### src/rtl/core/pcpd_pkg.sv
// shared types and register indexes for the pid controller
`default_nettype none

package pcpd_pkg;

    localparam int CFG_DATA_W = 20;
    localparam int CFG_IDX_W  = 3;
    localparam int ERR_W      = 17;

    // register indexes on the configuration port
    localparam logic [CFG_IDX_W-1:0] REG_MODE           = 3'd0;
    localparam logic [CFG_IDX_W-1:0] REG_GAIN_P         = 3'd1;
    localparam logic [CFG_IDX_W-1:0] REG_GAIN_I         = 3'd2;
    localparam logic [CFG_IDX_W-1:0] REG_GAIN_D         = 3'd3;
    localparam logic [CFG_IDX_W-1:0] REG_INTEGRAL_CLAMP = 3'd4;
    localparam logic [CFG_IDX_W-1:0] REG_OUTPUT_CLAMP   = 3'd5;
    localparam logic [CFG_IDX_W-1:0] REG_ERROR_CUTOFF   = 3'd6;
    localparam logic [CFG_IDX_W-1:0] REG_DEAD_ZONE      = 3'd7;

    localparam logic MODE_POSITIONAL  = 1'b0;
    localparam logic MODE_INCREMENTAL = 1'b1;

    typedef struct packed {
        logic        mode;
        logic [19:0] gain_p;
        logic [19:0] gain_i;
        logic [19:0] gain_d;
        logic [14:0] integral_clamp;
        logic [14:0] output_clamp;
        logic [15:0] error_cutoff;
        logic [15:0] dead_zone;
    } pcpd_cfg_t;

    // classified item passed from front to back
    typedef struct packed {
        logic signed [ERR_W-1:0] err;
        logic                    gated;
        logic                    use_i;
    } pcpd_item_t;

endpackage

`default_nettype wire

### src/rtl/core/pcpd_front.sv
// front end: accepts items, forms the error and classifies the tick
`default_nettype none

module pcpd_front (
    input  wire                   s_valid,
    output logic                  s_ready,
    input  wire  signed [15:0]    s_measured,
    input  wire  signed [15:0]    s_target,
    input  pcpd_pkg::pcpd_cfg_t   cfg,
    input  wire                   q_full,
    output logic                  q_push,
    output pcpd_pkg::pcpd_item_t  q_item
);
    import pcpd_pkg::*;

    logic signed [ERR_W-1:0] err;
    logic        [ERR_W-1:0] mag;
    logic        [ERR_W-1:0] dz_sep;
    logic                    over_cutoff;
    logic                    under_dz;
    logic                    separated;

    assign s_ready = !q_full;
    assign q_push  = s_valid && !q_full;

    always_comb begin
        err = ERR_W'({s_target[15], s_target}) - ERR_W'({s_measured[15], s_measured});
        mag = err[ERR_W-1] ? ERR_W'(-err) : ERR_W'(err);
        dz_sep = ERR_W'({1'b0, cfg.dead_zone}) + ERR_W'(4);
        over_cutoff = (cfg.error_cutoff != '0) && (mag > ERR_W'({1'b0, cfg.error_cutoff}));
        under_dz    = (cfg.dead_zone != '0) && (mag < ERR_W'({1'b0, cfg.dead_zone}));
        // integral separation only applies in positional mode
        separated   = (cfg.dead_zone != '0) && (mag > dz_sep);
        q_item.err   = err;
        q_item.gated = over_cutoff || under_dz;
        q_item.use_i = (cfg.mode == MODE_INCREMENTAL) || !separated;
    end

endmodule

`default_nettype wire

### src/rtl/core/pcpd_queue.sv
// two-entry queue between front and back
`default_nettype none

module pcpd_queue (
    input  wire                   aclk,
    input  wire                   aresetn,
    input  wire                   push,
    input  pcpd_pkg::pcpd_item_t  push_item,
    output logic                  full,
    input  wire                   pop,
    output logic                  not_empty,
    output pcpd_pkg::pcpd_item_t  pop_item
);
    import pcpd_pkg::*;

    pcpd_item_t  entry_reg [2];
    logic        wr_ptr_reg, wr_ptr_next;
    logic        rd_ptr_reg, rd_ptr_next;
    logic [1:0]  count_reg, count_next;
    logic        do_pop;

    assign full      = (count_reg == 2'd2);
    assign not_empty = (count_reg != 2'd0);
    assign pop_item  = entry_reg[rd_ptr_reg];
    assign do_pop    = pop && not_empty;

    always_comb begin
        wr_ptr_next = push ? !wr_ptr_reg : wr_ptr_reg;
        rd_ptr_next = do_pop ? !rd_ptr_reg : rd_ptr_reg;
        count_next  = count_reg;
        if (push && !do_pop) begin
            count_next = count_reg + 2'd1;
        end else if (do_pop && !push) begin
            count_next = count_reg - 2'd1;
        end
    end

    always_ff @(posedge aclk) begin
        if (!aresetn) begin
            wr_ptr_reg <= 1'b0;
            rd_ptr_reg <= 1'b0;
            count_reg  <= 2'd0;
        end else begin
            wr_ptr_reg <= wr_ptr_next;
            rd_ptr_reg <= rd_ptr_next;
            count_reg  <= count_next;
        end
    end

    always_ff @(posedge aclk) begin
        if (push) begin
            entry_reg[wr_ptr_reg] <= push_item;
        end
    end

endmodule

`default_nettype wire

### src/rtl/core/pcpd_back.sv
// back end: three-stage pid datapath with the controller state
`default_nettype none

module pcpd_back (
    input  wire                   aclk,
    input  wire                   aresetn,
    input  pcpd_pkg::pcpd_cfg_t   cfg,
    input  wire                   q_valid,
    input  pcpd_pkg::pcpd_item_t  q_item,
    output logic                  q_pop,
    output logic                  m_valid,
    input  wire                   m_ready,
    output logic signed [15:0]    m_drive,
    output logic                  m_gated
);
    import pcpd_pkg::*;

    logic en;

    // history and state
    logic signed [ERR_W-1:0] err_prev_reg, err_prev2_reg;
    logic signed [23:0]      isum_reg, isum_next;
    logic signed [15:0]      prev_delta_reg;

    // stage 1: products
    logic signed [19:0] e_x, e1_x, e2_x, diff1, diff2, px, dx;
    logic signed [40:0] prod_p_next, prod_d_next;
    logic signed [37:0] prod_i_next;
    logic               v1_reg, gated1_reg, use_i1_reg;
    logic signed [40:0] prod_p_reg, prod_d_reg;
    logic signed [37:0] prod_i_reg;

    // stage 2: integral and p+d
    logic signed [23:0] ilim;
    logic signed [38:0] acc_raw, ilim_w;
    logic signed [32:0] pterm, dterm;
    logic signed [33:0] psum_next;
    logic signed [15:0] iterm_next;
    logic               v2_reg, gated2_reg;
    logic signed [33:0] psum_reg;
    logic signed [15:0] iterm_reg;

    // stage 3: final sum and output register
    logic signed [34:0] sum_raw, olim_w;
    logic signed [15:0] olim, res_next;
    logic               m_valid_reg;
    logic signed [15:0] m_drive_reg;
    logic               m_gated_reg;

    assign en      = !m_valid_reg || m_ready;
    assign q_pop   = en;
    assign m_valid = m_valid_reg;
    assign m_drive = m_drive_reg;
    assign m_gated = m_gated_reg;

    always_comb begin
        e_x   = 20'(q_item.err);
        e1_x  = 20'(err_prev_reg);
        e2_x  = 20'(err_prev2_reg);
        diff1 = e_x - e1_x;
        diff2 = e_x - (e1_x <<< 1) + e2_x;
        px    = (cfg.mode == MODE_INCREMENTAL) ? diff1 : e_x;
        dx    = (cfg.mode == MODE_INCREMENTAL) ? diff2 : diff1;
        prod_p_next = $signed({1'b0, cfg.gain_p}) * px;
        prod_d_next = $signed({1'b0, cfg.gain_d}) * dx;
        prod_i_next = $signed({1'b0, cfg.gain_i}) * q_item.err;
    end

    always_comb begin
        ilim   = $signed({1'b0, cfg.integral_clamp, 8'd0});
        ilim_w = 39'(ilim);
        acc_raw = (cfg.mode == MODE_INCREMENTAL) ? 39'(prod_i_reg)
                                                  : 39'(isum_reg) + 39'(prod_i_reg);
        if (acc_raw > ilim_w) begin
            isum_next = ilim;
        end else if (acc_raw < -ilim_w) begin
            isum_next = -ilim;
        end else begin
            isum_next = acc_raw[23:0];
        end
        pterm      = 33'(prod_p_reg >>> 8);
        dterm      = 33'(prod_d_reg >>> 8);
        psum_next  = 34'(pterm) + 34'(dterm);
        iterm_next = use_i1_reg ? 16'(isum_next >>> 8) : 16'sd0;
    end

    always_comb begin
        olim    = $signed({1'b0, cfg.output_clamp});
        olim_w  = 35'(olim);
        sum_raw = 35'(psum_reg) + 35'(iterm_reg);
        if (cfg.mode == MODE_INCREMENTAL) begin
            sum_raw = sum_raw + 35'(prev_delta_reg);
        end
        if (sum_raw > olim_w) begin
            res_next = olim;
        end else if (sum_raw < -olim_w) begin
            res_next = -olim;
        end else begin
            res_next = sum_raw[15:0];
        end
    end

    // control and state
    always_ff @(posedge aclk) begin
        if (!aresetn) begin
            v1_reg         <= 1'b0;
            v2_reg         <= 1'b0;
            m_valid_reg    <= 1'b0;
            err_prev_reg   <= '0;
            err_prev2_reg  <= '0;
            isum_reg       <= '0;
            prev_delta_reg <= '0;
        end else if (en) begin
            v1_reg      <= q_valid;
            v2_reg      <= v1_reg;
            m_valid_reg <= v2_reg;
            if (q_valid && !q_item.gated) begin
                err_prev2_reg <= err_prev_reg;
                err_prev_reg  <= q_item.err;
            end
            if (v1_reg && !gated1_reg) begin
                isum_reg <= isum_next;
            end
            if (v2_reg && !gated2_reg && (cfg.mode == MODE_INCREMENTAL)) begin
                prev_delta_reg <= res_next;
            end
        end
    end

    // payload
    always_ff @(posedge aclk) begin
        if (en) begin
            gated1_reg  <= q_item.gated;
            use_i1_reg  <= q_item.use_i;
            prod_p_reg  <= prod_p_next;
            prod_d_reg  <= prod_d_next;
            prod_i_reg  <= prod_i_next;
            gated2_reg  <= gated1_reg;
            psum_reg    <= psum_next;
            iterm_reg   <= iterm_next;
            m_gated_reg <= gated2_reg;
            m_drive_reg <= gated2_reg ? 16'sd0 : res_next;
        end
    end

endmodule

`default_nettype wire

### src/rtl/core/pid_controller_pos_delta_unit.sv
// pid controller with positional and incremental modes, top level
// an accepted item passes through a queue entry, the stage 1 and stage 2 registers and the output register
// throughput: one item per cycle; the two-entry queue lets input continue while
// the result side stalls, and the back end advances only when its output register frees
// reset (aresetn, synchronous, active low) clears the queue, pipeline valids,
// error history, integral, incremental output and loads register reset values
`default_nettype none

module pid_controller_pos_delta_unit (
    input  wire                 aclk,
    input  wire                 aresetn,
    input  wire                 cfg_wr_en,
    input  wire  [2:0]          cfg_index,
    input  wire  [19:0]         cfg_wdata,
    input  wire                 s_valid,
    output logic                s_ready,
    input  wire  signed [15:0]  s_measured,
    input  wire  signed [15:0]  s_target,
    output logic                m_valid,
    input  wire                 m_ready,
    output logic signed [15:0]  m_drive,
    output logic                m_gated
);
    import pcpd_pkg::*;

    pcpd_cfg_t  cfg_reg;
    pcpd_item_t push_item, pop_item;
    logic       q_push, q_full, q_pop, q_valid;

    always_ff @(posedge aclk) begin
        if (!aresetn) begin
            cfg_reg.mode           <= MODE_POSITIONAL;
            cfg_reg.gain_p         <= '0;
            cfg_reg.gain_i         <= '0;
            cfg_reg.gain_d         <= '0;
            cfg_reg.integral_clamp <= 15'h7fff;
            cfg_reg.output_clamp   <= 15'h7fff;
            cfg_reg.error_cutoff   <= '0;
            cfg_reg.dead_zone      <= '0;
        end else if (cfg_wr_en) begin
            case (cfg_index)
                REG_MODE: begin
                    cfg_reg.mode <= cfg_wdata[0];
                end
                REG_GAIN_P: begin
                    cfg_reg.gain_p <= cfg_wdata;
                end
                REG_GAIN_I: begin
                    cfg_reg.gain_i <= cfg_wdata;
                end
                REG_GAIN_D: begin
                    cfg_reg.gain_d <= cfg_wdata;
                end
                REG_INTEGRAL_CLAMP: begin
                    cfg_reg.integral_clamp <= cfg_wdata[14:0];
                end
                REG_OUTPUT_CLAMP: begin
                    cfg_reg.output_clamp <= cfg_wdata[14:0];
                end
                REG_ERROR_CUTOFF: begin
                    cfg_reg.error_cutoff <= cfg_wdata[15:0];
                end
                REG_DEAD_ZONE: begin
                    cfg_reg.dead_zone <= cfg_wdata[15:0];
                end
                default: begin
                end
            endcase
        end
    end

    pcpd_front u_front (
        .s_valid    (s_valid),
        .s_ready    (s_ready),
        .s_measured (s_measured),
        .s_target   (s_target),
        .cfg        (cfg_reg),
        .q_full     (q_full),
        .q_push     (q_push),
        .q_item     (push_item)
    );

    pcpd_queue u_queue (
        .aclk      (aclk),
        .aresetn   (aresetn),
        .push      (q_push),
        .push_item (push_item),
        .full      (q_full),
        .pop       (q_pop),
        .not_empty (q_valid),
        .pop_item  (pop_item)
    );

    pcpd_back u_back (
        .aclk    (aclk),
        .aresetn (aresetn),
        .cfg     (cfg_reg),
        .q_valid (q_valid),
        .q_item  (pop_item),
        .q_pop   (q_pop),
        .m_valid (m_valid),
        .m_ready (m_ready),
        .m_drive (m_drive),
        .m_gated (m_gated)
    );

endmodule

`default_nettype wire

### config.mk
export PLATFORM = sky130hd
export DESIGN_NAME = pid_controller_pos_delta_unit
export DESIGN_NICKNAME = d
export VERILOG_FILES = /design/src/rtl/core/pcpd_pkg.sv /design/src/rtl/core/pcpd_front.sv /design/src/rtl/core/pcpd_queue.sv /design/src/rtl/core/pcpd_back.sv /design/src/rtl/core/pid_controller_pos_delta_unit.sv
export SDC_FILE = /design/constraint.sdc
export NUM_CORES = 2
export LEC_CHECK = 0
export CAP_MARGIN = 20
export CELL_PAD_IN_SITES_DETAIL_PLACEMENT = 1
export CELL_PAD_IN_SITES_GLOBAL_PLACEMENT = 1
export CORE_ASPECT_RATIO = 0.8
export CORE_MARGIN = 2
export CORE_UTILIZATION = 35
export CTS_CLUSTER_SIZE = 40
export DETAILED_ROUTE_END_ITERATION = 16
export DONT_BUFFER_PORTS = 1
export PLACE_DENSITY_LB_ADDON = 0.1
export SYNTH_ARGS = -nofsm -noshare
export SYNTH_HDL_FRONTEND = slang
export SYNTH_HIERARCHICAL = 1
export SYNTH_SLANG_ARGS = --single-unit
### constraint.sdc
create_clock -name aclk -period 12.7 [get_ports aclk]
set_input_delay 0.635 -clock aclk [delete_from_list [all_inputs] [get_ports aclk]]
set_output_delay 0.635 -clock aclk [all_outputs]
set_load 0.005 [all_outputs]
# [Word-level counts from Yosys, hierarchy flattened]
# Memories as Yosys holds them, arrays and structs flattened. A register that Yosys moved wholly into a read port is not among the register bits.
# Index checks and enable logic that the tools add are counted.
[word_totals] register_bits=394 ramBits=38 out_inout_bits=19 word_cells=118 n_memories=1
[mem_list] memory="u_queue.entry_reg" depth=2 word_bits=19 read_ports=1 rd_ports_with_merged_regs=1 write_ports=1 line="pcpd_queue.sv:16" source="pcpd_item_t entry_reg [2];"
[classes] add_sub_neg=16 n_mul=3 order_cmp=7 eq_ne=8 muxes=15 reduce_logical=40
[ops] op="$mul 21x20->41" count=2
[ops] op="$mux 24" count=2
[ops] op="$mux 20" count=2
[ops] op="$add 24x38->39" count=1
[ops] op="$gt 39x24->1" count=1
[ops] op="$lt 39x39->1" count=1
[ops] op="$mux 39" count=1
[ops] op="$neg 23->39" count=1
[ops] op="$mul 21x17->38" count=1
[ops] op="$add 34x16->35" count=1
[ops] op="$add 35x16->35" count=1
[ops] op="$gt 35x16->1" count=1
[ops] op="$lt 35x35->1" count=1
[ops] op="$mux 35" count=1
[ops] op="$neg 15->35" count=1
[ops] op="$add 33x33->34" count=1
[ops] op="$mux 16" count=2
[ops] op="$reduce_bool 16->1" count=2
[ops] op="$neg 23->24" count=1
[ops] op="$reduce_and 2->1" count=11
[ops] op="$add 19x17->20" count=1
[ops] op="$sub 17x18->19" count=1
[ops] op="$sub 17x17->18" count=1
[ops] op="$add 16x3->17 const B" count=1
[ops] op="20 further kinds" count=50

# [Logic depth before layout (Yosys ltp)]
[logic_depth] word_depth=7 ltp_mapped=50 ltp_nobuf=46

# [Hierarchy]
# The synthesis kept the hierarchy.
[modules_own_cells] mod="pcpd_back" instances=1 cells_each=6814 area_per_inst_um2=59654.7 seq_area_each_um2=6766.5
[modules_own_cells] mod="pid_controller_pos_delta_unit" instances=1 cells_each=444 area_per_inst_um2=4672.0 seq_area_each_um2=2462.4
[modules_own_cells] mod="pcpd_front" instances=1 cells_each=434 area_per_inst_um2=2999.1 seq_area_each_um2=0.0
[modules_own_cells] mod="pcpd_queue" instances=1 cells_each=81 area_per_inst_um2=1587.8 seq_area_each_um2=1241.2

# [Worst setup path after synthesis]
# No wires, ideal clock.
[synth_path] path_kind="reg-to-reg" from="register with a tool-made name" to="register u_back.prod_d_reg[40], data pin" setup_time_ps=266 arrival_time_ps=10727 slack_ps=1707 path_stages_with_launch=46 period_less_slack_ps=10993 cell_sequence="dfxtp_1 > buf_2 > buf_4 > mux2_2 > clkbuf_1 > inv_1 > fa_1 > inv_1 > ha_1 > a21oi_1 > o21ai_0 > a21oi_1 > o21ai_0 > a21o_1 > a2111oi_0 > a211o_1 > a31oi_1 > a31o_2 > (+10 left out) > fa_1 > inv_1 > fa_1 > inv_1 > ha_1 > nand4_1 > nor2_1 > nor2_1 > nand2_1 > a211oi_1 > o31ai_1 > o2111ai_1 > o21ai_0 > or3_1 > nand2_1 > o21ai_0 > o41ai_1 > xnor2_1"
[synth_lines] item="end signal: assignment" line="pcpd_back.sv:136" source="prod_d_reg <= prod_d_next;"
[synth_lines] item="end: declaration" line="pcpd_back.sv:30" source="logic signed [40:0] prod_p_reg, prod_d_reg;"

==> summary.txt <==
Global routing
  – GRT Overall Usage: 22.7%
  – Largest net degree at the start of global routing: 186
  – Initial antenna violation count: 7
  – Grt ovf: 0
  – First-pass GRT wire length: 353000 um
  – Vias in the first global route: 57203

Yosys
  – Mapped Area: 68900 sq um
  – Asr flop ratio synth: 0%
  – Synth Instances: 7773
  – Main synth FF type: edfxtp_1
  – Mean Syn Cell Area: 8.87 sq um
  – Seq/Total Area, Yosys: 15.2%
  – Ys Warns: 6
  – FF+latch count, synth: 417
  – Syn Nets: 9574
  – EDFF count, synth: 212
  – Count of cell types in the netlist: 114

Power
  – Pwr dens: 191 nW/um^2
  – Internal cell power: 6.57 mW
  – Clock Power Share: 11.4%
  – Leak: 35.4 nW
  – Combinational share of power: 72.1%
  – Seq pwr share: 16.5%
  – Power Total: 14.1 mW
  – Worst VDD drop: 0.102 mV
  – Sw power: 7.50 mW
  – Sw frac: 53.3%

STA
  – Fmax: 0.0846 GHz
  – Min Tclk post-route: 11.83 ns
  – Fin crit share: 93.1%
  – Rel. slew slack: 22.5%
  – Slew Limit Fails: 0
  – Fin Setup TNS: 0 ns
  – Unrepaired setup endpoints after global routing: no
  – Worst Tran Pin Value: 1.16 ns
  – Setup violators final: 0
  – Hold Fails Final Rpt: 0
  – Clock skew after layout: 0.0541 ns

Worst hold path
  – Hold Path Depth: 2
  – HP Class: input port to flip-flop
  – Worst hold start: aresetn
  – Hold Crit Endpoint: cfg_reg[85]

Critical path
  – Setup crit end kind: flip-flop
  – RR Endpoint: u_back/prod_d_reg[40]
  – Crit path largest cell delay: 0.63 ns
  – CP arrival: 12.24 ns
  – Top delay family on crit path: adder cells
  – Buffers & Inverters on Critical Path: 5
  – Worst r2r path cells: 41
  – Reg-to-reg slack, setup: 0.87 ns
  – CP max FO: 20
  – Most frequent CP cell: fa_1
  – Crit Path Class: flip-flop to flip-flop
  – Slowest cell on crit path: a2111oi_1
  – Setup crit start kind: flip-flop
  – Worst EP required: 13.11 ns

Cells and area
  – Number of flip-flops in the largest register: 123
  – FF+latch area: 10500 sq um
  – Fraction of layout cells with a size suffix above 1: 4.45%
  – Synth-to-Final Area Change: 6.78%
  – Nets@finish: 9401
  – Multi-input logic area: 52400 sq um
  – Fill cell count: 22660

Floorplanning
  – Starting Density: 35.3%
  – Core area: 195000 sq um
  – Row cnt: 145
  – Die area: 200000 sq um
  – Chip height: 401 um
  – # IOs: 79
  – DIE WIDTH: 500 um

Clock network
  – H-tree levels: 2
  – Hold buffers post-CTS: 0
  – Root Buffer: clkbuf_16
  – Clock Latency Late Sink: 0.70 ns
  – CTS tree: built
  – TritonCTS Buffers: 53
  – Clock slew at reported path FFs: 0.07 ns
  – Max Buffers Root-to-Sink: 3
  – Clock sink count: 417

Status
  – Status: complete, no violations

Drt
  – Iteration-0 DRC Markers: 2760
  – First-pass DRT Iterations: 5
  – Vias/cell: 5.16
  – Post-route ant nets: 0
  – Final wirelength: 226000 um
  – Vias after detailed routing: 52781
  – Wire length per cell: 22.2 um
  – DRC Markers: 0

Flow run
  – Max cap viols: 0

Place
  – I/O Buffers: 0
  – GPL Wtd Cong: 0.842
  – Post-DP HPWL: 180000 um
-- cell families (layout without fill, tap and decap cells) --
logic type                 count (synthesis)  count (layout)  share of synthesized area [%]
buffers and inverters                   1621            1492                           8.99
muxes                                    204             204                           3.05
AOI/OAI and AO/OA                       1079            1079                           10.2
other                                      0               5                              0
and+or+nand+nor                         2432            2432                           17.2
adders and majority gates               1741            1741                           41.8
DFF                                      417             417                           15.2
xor gates and xnor gates                 279             279                           3.58
-- synthesized netlist by cell type (all sizes together) (20+ instances only) --
master     n  share of area (%)
o21ai    241                1.8
nor2     305                1.7
ha       809                 15
and2     349                3.2
o31ai     20               0.23
nand2   1040                5.7
a21o     113                1.2
nand3     87               0.63
inv     1279                7.0
edfxtp   212                9.2
a211oi    53               0.62
nand4     48               0.44
fa       932                 27
mux2i    162                2.4
xnor2    200                2.6
nor2b    219                2.0
nor3     106               0.77
mux2      42               0.69
a31oi     41               0.38
xor2      78               0.99
nor4      36               0.40
o21bai    30               0.34
a21boi    27               0.30
or2       25               0.23
o21a      63               0.69
o211ai    24               0.27
or3       23               0.21
dfxtp    205                6.0
nand2b    88               0.81
and3      41               0.38
a21oi    315                2.3
buf       66               0.52
clkbuf   274                1.5
-- power by group through the flow --
stage / combinational, mW / clock, mW / sequential [mW]
floorplan: 7.09 / 0 / 2.10
global placement: 9.92 / 0 / 2.34
detailed placement: 10.1 / 0 / 2.35
CTS: 10.2 / 1.65 / 2.32
global route: 11.4 / 1.70 / 2.36
finish: 10.1 / 1.60 / 2.32
-- routing by layer --
metal | part of all wire [%] | GRT usage, %
met1 | 53 | 35.2
met2 | 43 | 34.7
met3 | 3.6 | 2.21
met4 | 1.3 | 3.06
met5 | 0 | 0
-- worst max-delay path by stage --
stage                       endpoint  slack, ns  cells after the start
2_1_floorplan  u_back/prod_d_reg[40]       1.71                     45
6_report       u_back/prod_d_reg[40]       0.87                     41
4_1_cts        u_back/prod_d_reg[40]       0.62                     41
3_3_place_gp   u_back/prod_d_reg[40]       0.90                     41
3_5_place_dp   u_back/prod_d_reg[40]       0.68                     41
5_1_grt        u_back/prod_d_reg[40]       0.11                     42
-- metrics by stage --
stage	cells	utilization, %	area, sq um	hold WS, ns	worst slack, ns
global placement	10111	36.7	71700	0.444	0.896
finish	10221	37.7	73600	0.126	0.873
global route	10216	37.7	73600	0.101	0.108
detailed placement	10112	36.7	71700	0.449	0.683
floorplan	7773	-	68900	0.424	1.71
CTS	10211	37.6	73500	0.0601	0.625
-- area by class of cell --
class / instances / area share [%]
multi-input cells: 5735 / 71.1
flip-flops and latches: 417 / 14.2
inverters: 1281 / 6.54
well taps: 2572 / 4.37
clock buffers: 70 / 2.02
repair buffers: 112 / 1.24
clock inverters: 29 / 0.435
diodes: 5 / 0.0170
-- placed cells by master, fill, tap and decap left out, types with 47 or more instances in the layout --
master	instances
o21a_1	63
a21oi_1	305
and2_1	349
a21o_1	113
nor2b_1	218
clkbuf_16	56
nand2b_1	87
nand3_1	87
inv_1	1276
fa_1	932
o21ai_0	212
a211oi_1	47
mux2i_1	157
edfxtp_1	212
nand2_1	1039
dfxtp_1	204
nor3_1	106
buf_4	106
xor2_1	78
nand4_1	47
ha_1	809
nor2_1	303
xnor2_1	199
-- what timing repair did --
action,4_1_cts,5_1_grt
buffers inserted,0,0
setup endpoints to repair,0,1
gates resized for setup,0,1
(Power assumes the default switching activity.)
